**config.mk**
```make
export PLATFORM = sky130hd
export DESIGN_NAME = hex_dump_message_parser_flat
export DESIGN_NICKNAME = d
export VERILOG_FILES = /design/src/design/hexdmp_pkg.sv /design/src/design/hexdmp_if.sv /design/src/design/hex_dump_message_parser.sv /design/src/flat_wrapper.sv
export SDC_FILE = /design/constraint.sdc
export NUM_CORES = 1
export LEC_CHECK = 0
export ABC_AREA = 0
export BUFFER_PORTS_ARGS = -buffer_cell sky130_fd_sc_hd__clkbuf_2
export CAP_MARGIN = 20
export CELL_PAD_IN_SITES_DETAIL_PLACEMENT = 1
export CELL_PAD_IN_SITES_GLOBAL_PLACEMENT = 2
export CORE_UTILIZATION = 41
export CTS_CLUSTER_DIAMETER = 80
export DETAILED_ROUTE_END_ITERATION = 16
export PLACE_DENSITY = 0.84
export SYNTH_ARGS = -nofsm -noshare
export SYNTH_HDL_FRONTEND = slang
export SYNTH_SLANG_ARGS = --single-unit
```
**constraint.sdc**
```tcl
create_clock -name clk_i -period 7.75 [get_ports clk_i]
set_input_delay 0.775 -clock clk_i [delete_from_list [all_inputs] [get_ports clk_i]]
set_output_delay 0.775 -clock clk_i [all_outputs]
set_load 0.005 [all_outputs]
```
**src/design/hexdmp_pkg.sv**
```systemverilog
// package: shared constants, types and helpers for the hex dump parser
package hexdmp_pkg;

  // largest number of bytes accepted in one string
  localparam int unsigned MaxBytes = 128;

  localparam int unsigned CharW  = 8;
  localparam int unsigned ByteW  = 8;
  localparam int unsigned CountW = 8;

  typedef logic [CharW-1:0]  char_t;
  typedef logic [ByteW-1:0]  byte_t;
  typedef logic [CountW-1:0] count_t;

  // final status codes of a string
  typedef enum logic [2:0] {
    StOk          = 3'd0,
    StOverflow    = 3'd1,
    StMidByte     = 3'd2,
    StBadHex      = 3'd3,
    StTooShort    = 3'd4,
    StLenMismatch = 3'd5
  } status_e;

  // result kinds
  typedef enum logic {
    KindData   = 1'b0,
    KindStatus = 1'b1
  } kind_e;

  // character constants
  localparam char_t ChNul   = 8'h00;
  localparam char_t ChSpace = 8'h20;

  // opcode length class in bits 6:5
  localparam logic [1:0] LenClass2   = 2'b00;
  localparam logic [1:0] LenClass4   = 2'b01;
  localparam logic [1:0] LenClass6   = 2'b10;
  localparam logic [1:0] LenClassVar = 2'b11;

  // hex digit decode: bit 4 is the valid flag, bits 3:0 the nibble
  function automatic logic [4:0] hex_nibble(input char_t c);
    logic [4:0] r;
    r = 5'd0;
    if (c >= 8'h30 && c <= 8'h39) begin
      r = {1'b1, 4'(c - 8'h30)};
    end else if (c >= 8'h61 && c <= 8'h66) begin
      r = {1'b1, 4'(c - 8'h57)};
    end else if (c >= 8'h41 && c <= 8'h46) begin
      r = {1'b1, 4'(c - 8'h37)};
    end
    return r;
  endfunction

endpackage

```
**src/design/hexdmp_if.sv**
```systemverilog
// interfaces: character input channel and result output channel

interface hexdmp_char_if;
  import hexdmp_pkg::*;

  logic  valid;
  logic  ready;
  char_t char_code;

  modport source (output valid, output char_code, input ready);
  modport sink (input valid, input char_code, output ready);
endinterface

interface hexdmp_res_if;
  import hexdmp_pkg::*;

  logic    valid;
  logic    ready;
  kind_e   result_kind;
  byte_t   data_byte;
  status_e status;
  count_t  byte_count;

  modport source (
    output valid, output result_kind, output data_byte, output status,
    output byte_count, input ready
  );
  modport sink (
    input valid, input result_kind, input data_byte, input status,
    input byte_count, output ready
  );
endinterface

```
**src/design/hex_dump_message_parser.sv**
```systemverilog
// top level: hex dump character parser with message length check
//
// char_i carries one character per transaction; a zero character ends
// the string. Every pair of hex digits yields a data result on res_o
// (result_kind 0, data_byte, running byte_count). Each string gets one
// status result (result_kind 1), at its zero or at its error: ok,
// overflow, ends mid byte, bad hex, too short or length mismatch. After
// an error the rest of the string up to its zero is dropped without results.
// A result appears on res_o in the cycle after the character that
// causes it is taken. Throughput: one character per cycle while res_o
// does not stall; the phase update and the length check sit between
// the character and the single result register.
// The input is ready whenever the result register is empty or is being
// taken in the same cycle, so a stalled receiver holds the pending
// result and stops input after one held result.
// Reset clears the parse state to the start of a new string and empties
// the result register.
module hex_dump_message_parser (
  input logic          clk_i,
  input logic          rst_ni,
  hexdmp_char_if.sink  char_i,
  hexdmp_res_if.source res_o
);
  import hexdmp_pkg::*;

  // parse phases
  localparam logic [1:0] PhHigh    = 2'd0;
  localparam logic [1:0] PhLow     = 2'd1;
  localparam logic [1:0] PhDiscard = 2'd2;

  logic [1:0] phase_q, phase_d;
  char_t      pend_q, pend_d;
  count_t     seen_q, seen_d;
  byte_t      opcode_q, opcode_d;
  byte_t      len_q, len_d;

  logic       out_vld_q, out_vld_d;
  kind_e      kind_q, kind_d;
  byte_t      byte_q, byte_d;
  status_e    stat_q, stat_d;
  count_t     cnt_q, cnt_d;

  logic       accept;
  logic       emit;
  char_t      c;
  logic [4:0] hi_dec, lo_dec;
  byte_t      expect_len;
  status_e    end_stat;
  count_t     seen_inc;

  assign char_i.ready = !out_vld_q || res_o.ready;
  assign accept       = char_i.valid && char_i.ready;
  assign c            = char_i.char_code;

  assign hi_dec   = hex_nibble(pend_q);
  assign lo_dec   = hex_nibble(c);
  assign seen_inc = seen_q + count_t'(1);

  // expected length from the opcode class
  always_comb begin
    unique case (opcode_q[6:5])
      LenClass2: expect_len = byte_t'(2);
      LenClass4: expect_len = byte_t'(4);
      LenClass6: expect_len = byte_t'(6);
      default:   expect_len = len_q;
    endcase
  end

  // status at the zero that closes a string
  always_comb begin
    if (seen_q < count_t'(2)) begin
      end_stat = StTooShort;
    end else if (seen_q == count_t'(expect_len)) begin
      end_stat = StOk;
    end else begin
      end_stat = StLenMismatch;
    end
  end

  // phase update and result selection
  always_comb begin
    phase_d  = phase_q;
    pend_d   = pend_q;
    seen_d   = seen_q;
    opcode_d = opcode_q;
    len_d    = len_q;
    emit     = 1'b0;
    kind_d   = KindStatus;
    byte_d   = '0;
    stat_d   = StOk;
    cnt_d    = seen_q;

    if (accept) begin
      unique case (phase_q)
        PhHigh: begin
          if (c == ChNul) begin
            emit     = 1'b1;
            stat_d   = end_stat;
            phase_d  = PhHigh;
            pend_d   = '0;
            seen_d   = '0;
            opcode_d = '0;
            len_d    = '0;
          end else if (c == ChSpace && seen_q != '0) begin
            phase_d = PhHigh;
          end else if (seen_q >= count_t'(MaxBytes)) begin
            emit    = 1'b1;
            stat_d  = StOverflow;
            phase_d = PhDiscard;
          end else begin
            pend_d  = c;
            phase_d = PhLow;
          end
        end
        PhLow: begin
          if (c == ChNul) begin
            emit     = 1'b1;
            stat_d   = StMidByte;
            phase_d  = PhHigh;
            pend_d   = '0;
            seen_d   = '0;
            opcode_d = '0;
            len_d    = '0;
          end else if (!hi_dec[4] || !lo_dec[4]) begin
            emit    = 1'b1;
            stat_d  = StBadHex;
            phase_d = PhDiscard;
          end else begin
            emit    = 1'b1;
            kind_d  = KindData;
            byte_d  = {hi_dec[3:0], lo_dec[3:0]};
            cnt_d   = seen_inc;
            seen_d  = seen_inc;
            phase_d = PhHigh;
            if (seen_q == count_t'(0)) begin
              opcode_d = {hi_dec[3:0], lo_dec[3:0]};
            end else if (seen_q == count_t'(1)) begin
              len_d = {hi_dec[3:0], lo_dec[3:0]};
            end
          end
        end
        default: begin
          // discarding until the closing zero
          if (c == ChNul) begin
            phase_d  = PhHigh;
            pend_d   = '0;
            seen_d   = '0;
            opcode_d = '0;
            len_d    = '0;
          end
        end
      endcase
    end
  end

  // result register valid flag
  always_comb begin
    if (accept) begin
      out_vld_d = emit;
    end else if (res_o.ready) begin
      out_vld_d = 1'b0;
    end else begin
      out_vld_d = out_vld_q;
    end
  end

  // parse state
  always_ff @(posedge clk_i or negedge rst_ni) begin
    if (!rst_ni) begin
      phase_q   <= PhHigh;
      pend_q    <= '0;
      seen_q    <= '0;
      opcode_q  <= '0;
      len_q     <= '0;
      out_vld_q <= 1'b0;
    end else begin
      phase_q   <= phase_d;
      pend_q    <= pend_d;
      seen_q    <= seen_d;
      opcode_q  <= opcode_d;
      len_q     <= len_d;
      out_vld_q <= out_vld_d;
    end
  end

  // result payload, loaded with each new result
  always_ff @(posedge clk_i) begin
    if (accept && emit) begin
      kind_q <= kind_d;
      byte_q <= byte_d;
      stat_q <= stat_d;
      cnt_q  <= cnt_d;
    end
  end

  assign res_o.valid       = out_vld_q;
  assign res_o.result_kind = kind_q;
  assign res_o.data_byte   = byte_q;
  assign res_o.status      = stat_q;
  assign res_o.byte_count  = cnt_q;

endmodule

```
**src/flat_wrapper.sv**
```systemverilog
// flat-port wrapper written by rule: the top's interface ports become plain ports
module hex_dump_message_parser_flat import hexdmp_pkg::*;
  (clk_i, rst_ni, char_i_valid, char_i_char_code, char_i_ready, res_o_valid, res_o_result_kind, res_o_data_byte, res_o_status, res_o_byte_count, res_o_ready);
  hexdmp_char_if char_i_i ();
  hexdmp_res_if res_o_i ();
  input logic clk_i;
  input logic rst_ni;
  input wire logic [$bits(char_i_i.valid)-1:0] char_i_valid;
  input wire logic [$bits(char_i_i.char_code)-1:0] char_i_char_code;
  output wire logic [$bits(char_i_i.ready)-1:0] char_i_ready;
  output wire logic [$bits(res_o_i.valid)-1:0] res_o_valid;
  output wire logic [$bits(res_o_i.result_kind)-1:0] res_o_result_kind;
  output wire logic [$bits(res_o_i.data_byte)-1:0] res_o_data_byte;
  output wire logic [$bits(res_o_i.status)-1:0] res_o_status;
  output wire logic [$bits(res_o_i.byte_count)-1:0] res_o_byte_count;
  input wire logic [$bits(res_o_i.ready)-1:0] res_o_ready;
  assign char_i_i.valid = char_i_valid;
  assign char_i_i.char_code = char_i_char_code;
  assign char_i_ready = char_i_i.ready;
  assign res_o_valid = res_o_i.valid;
  assign res_o_result_kind = res_o_i.result_kind;
  assign res_o_data_byte = res_o_i.data_byte;
  assign res_o_status = res_o_i.status;
  assign res_o_byte_count = res_o_i.byte_count;
  assign res_o_i.ready = res_o_ready;
  hex_dump_message_parser u_core (.clk_i(clk_i), .rst_ni(rst_ni), .char_i(char_i_i), .res_o(res_o_i));
endmodule
```
==> metrics.md <==
| Metric | Value |
|---|---|
| Outcome | `completed` |
| Reg2Reg Setup Slack | `approximately 5 ns` |
| Worst R2R Path Depth | `7` |
| Mapped Cells | `between 300 and 400` |
| Die area | `0.00785 mm²` |
| Worst-Margin Slew | `around 0.8 ns` |
| Synth Register Bits | `49` |
| Initial Util | `0.424` |
| Fin. Hold Viols | `0` |
| Share of post-route cells with drive strength above 1 | `0.180` |
| DP HPWL | `about 6000 µm` |
| Synth top area share | `0.236` |
| RSZ-0062 raised after global routing | `no` |
| Leakage | `between 1 and 1.5 nW` |
| Post CTS Setup Buffer Count | `0` |
| # placed instances | `roughly 430` |
| Gpl congestion | `roughly 0.8` |
| Syn_area_per_cell | `slightly above 10 µm²` |
| Layout Nets | `360` |
| Global-route wire length before repair | `roughly 13000 µm` |
| # port buffers | `33` |
| Cts bufs inserted | `5` |
| Core area | `approximately 0.0073 mm²` |
| Min cycle time layout | `2.85 ns` |
| Max clock buf depth | `2` |
| DIE WIDTH | `slightly below 90 µm` |
| Most common cell after layout, fill and taps aside | `clkbuf_2` |
| TritonCTS clock tree | `built` |
| Clock Sink Count | `49` |
| Post-synth EDFFs | `20` |
| Sum Neg Setup Slack | `0 ns` |
| Rel. slew slack | `0.465` |
| Netlist Area Pre-Place | `0.00307 mm²` |
| Post-Route WL | `a little over 8000 µm` |
| Slew Limit Fails | `0` |
| Largest area contributor in the netlist | `dfrtp_1` |
| Vias | `approximately 2.5k` |
| Overall power | `around 0.77 mW` |
| CP Class | `in2reg` |
| Syn_nets | `332` |
| Root buffer cell | `clkbuf_8` |
| Worst skew pair latency | `roughly 0.31 ns` |
| HP Class | `in2async` |
| CP Max Fanout | `10` |
| P&R area growth vs syn | `12.2%` |
| Endpoints failing setup | `0` |
| Yosys warns | `0` |
| # diodes | `0` |
| Worst Clk Skew | `a little under 0.008 ns` |
| Hold Buf Count CTS | `0` |
| Most used DFF post-synth | `dfrtp_1` |
| Post-synth ARST share | `0.592` |
| Antenna violations before repair | `0` |
| Netlist cell types | `between 60 and 70` |
| Chip height | `88.6 µm` |
| RR Endpoint | `u_core.res_o.byte_count[1]` |
| Area contributors post-synth | `dfrtp_1 (24%), edfxtp_1 (20%), ha_1 (6.1%), nand2_1 (3.4%), nor2_1 (2.7%)` |
| FILL cells | `around 820` |
| GR Util All Layers | `0.228` |
| I/O Pins | `34` |
| Rows | `31` |
| Routed len/inst | `18.9 µm` |
| Iter 0 DRT Violations | `just under 90` |
| CP startpoint kind | `input pin` |
| Pwr Density | `between 200 and 250 mW/mm²` |
| Initial DRT Pass Iterations | `4` |
| H-tree depth | `2` |
| Req. time, crit path | `just under 8 ns` |
| Maxcap violations | `0` |
| Final std cells w/o fill | `roughly 430` |
| Peak VDD IR | `about 0.12 mV` |
| Tcrit/Tclk final | `0.367` |
| Routed Antenna Nets | `0` |
| Total grt overflow | `0` |
| Largest net degree at the start of global routing | `30` |
| CTS resizes | `0` |
| Seq/Total Area, Yosys | `0.432` |
| Via/cell ratio | `roughly 5.7` |
| Vias in the first global route | `about 2.5k` |
| Critical path data arrival time | `2.92 ns` |
| DP Worst Slack | `approximately 4.6 ns` |
| Worst R2R Start | `u_core.pend_q[0]` |
| Setup ws final | `4.90 ns` |
| Fmax | `roughly 350 MHz` |
| CP Capture Type | `register` |
| Most frequent cells in the layout | `clkbuf_2 (33), dfrtp_1 (29), nand2_1 (28)` |
| Clk slew on worst S/H paths | `about 0.1 ns` |
| Residual DRC count | `0` |
logic make-up after synthesis:
| family | count (synthesis) | share of synthesized area |
|---|---|---|
| XOR/XNOR | 11 | 0.0338 |
| AND/OR/NAND/NOR | 116 | 0.215 |
| AO/OA/AOI/OAI | 71 | 0.179 |
| multiplexers | 10 | 0.0334 |
| flip-flops | 49 | 0.432 |
| buffers and inverters | 33 | 0.0464 |
| adder cells (fa/ha/maj) | 15 | 0.0611 |
worst max-delay path by stage:
stage                         from                    endpoint  cells after the start
2_1_floorplan  char_i_char_code[0]  u_core.res_o.byte_count[0]                      6
3_3_place_gp           res_o_ready  u_core.res_o.byte_count[1]                      6
4_1_cts        char_i_char_code[0]  u_core.res_o.byte_count[1]                      8
6_report               res_o_ready  u_core.res_o.byte_count[1]                      6
5_1_grt        char_i_char_code[0]            u_core.seen_q[1]                      7
3_5_place_dp   char_i_char_code[0]  u_core.res_o.byte_count[1]                      8
report_power, final:
group / leakage [nW] / internal (mW) / switching (mW)
combinational: 0.746 / 0.0721 / 0.121
sequential: 0.579 / 0.306 / 0.0422
clock: 0.0687 / 0.130 / 0.0953
total: 1.39 / 0.508 / 0.259
worst max-delay path, stage by stage:
cell	delay [ns]
clkbuf_2	0.07
nand2b_1	0.30
nand4b_1	0.45
a21oi_2	0.56
and3_1	0.40
mux2_1	0.36
synthesized netlist by cell type (5+ instances only):
cell,count
dfrtp_1,29
nand2_1,28
nor2_1,22
edfxtp_1,20
inv_1,18
ha_1,15
nand3_1,13
o22ai_1,11
nand4_1,10
clkbuf_1,9
nor3_1,9
mux2i_1,8
o21ai_0,8
xnor2_1,7
a21oi_1,6
o211ai_1,6
nand4b_1,5
stage by stage:
step            util  hold WS (ns)  cell area (µm²)
2_1_floorplan      -         0.479             3070
4_1_cts        0.475         0.551             3450
3_5_place_dp   0.456         0.535             3310
6_report       0.475         0.535             3450
3_3_place_gp   0.456         0.522             3310
5_1_grt        0.475         0.585             3450
area by class of cell:
cell class	count	area (µm²)	share of cell area
Sequential cell	49	1330	0.385
Inverter	19	71.3	0.0207
Tap cell	99	124	0.0359
Timing Repair Buffer	35	180	0.0522
Clock buffer	5	68.8	0.0200
Clock inverter	3	68.8	0.0200
Multi-Input combinational cell	223	1610	0.467
registers in the layout, indices dropped and copies added, names as in the netlist:
signal and flops:
u_core.phase_q 2, u_core.pend_q 8, u_core.seen_q 8, u_core.len_q 8, u_core.res_o.valid 1, u_core.res_o.status 3
u_core.res_o.byte_count 8, u_core.res_o.data_byte 8, u_core.opcode_q 2, u_core.res_o.result_kind 1
metal layers:
layer	global-route usage	vias up	part of all wire
met5	0	-	0
met3	0.0336	7	0.031
met2	0.388	46	0.49
li1	-	1193	-
met4	0.0484	0	0.012
met1	0.307	1212	0.46
Power figures use the tool's default switching activity.
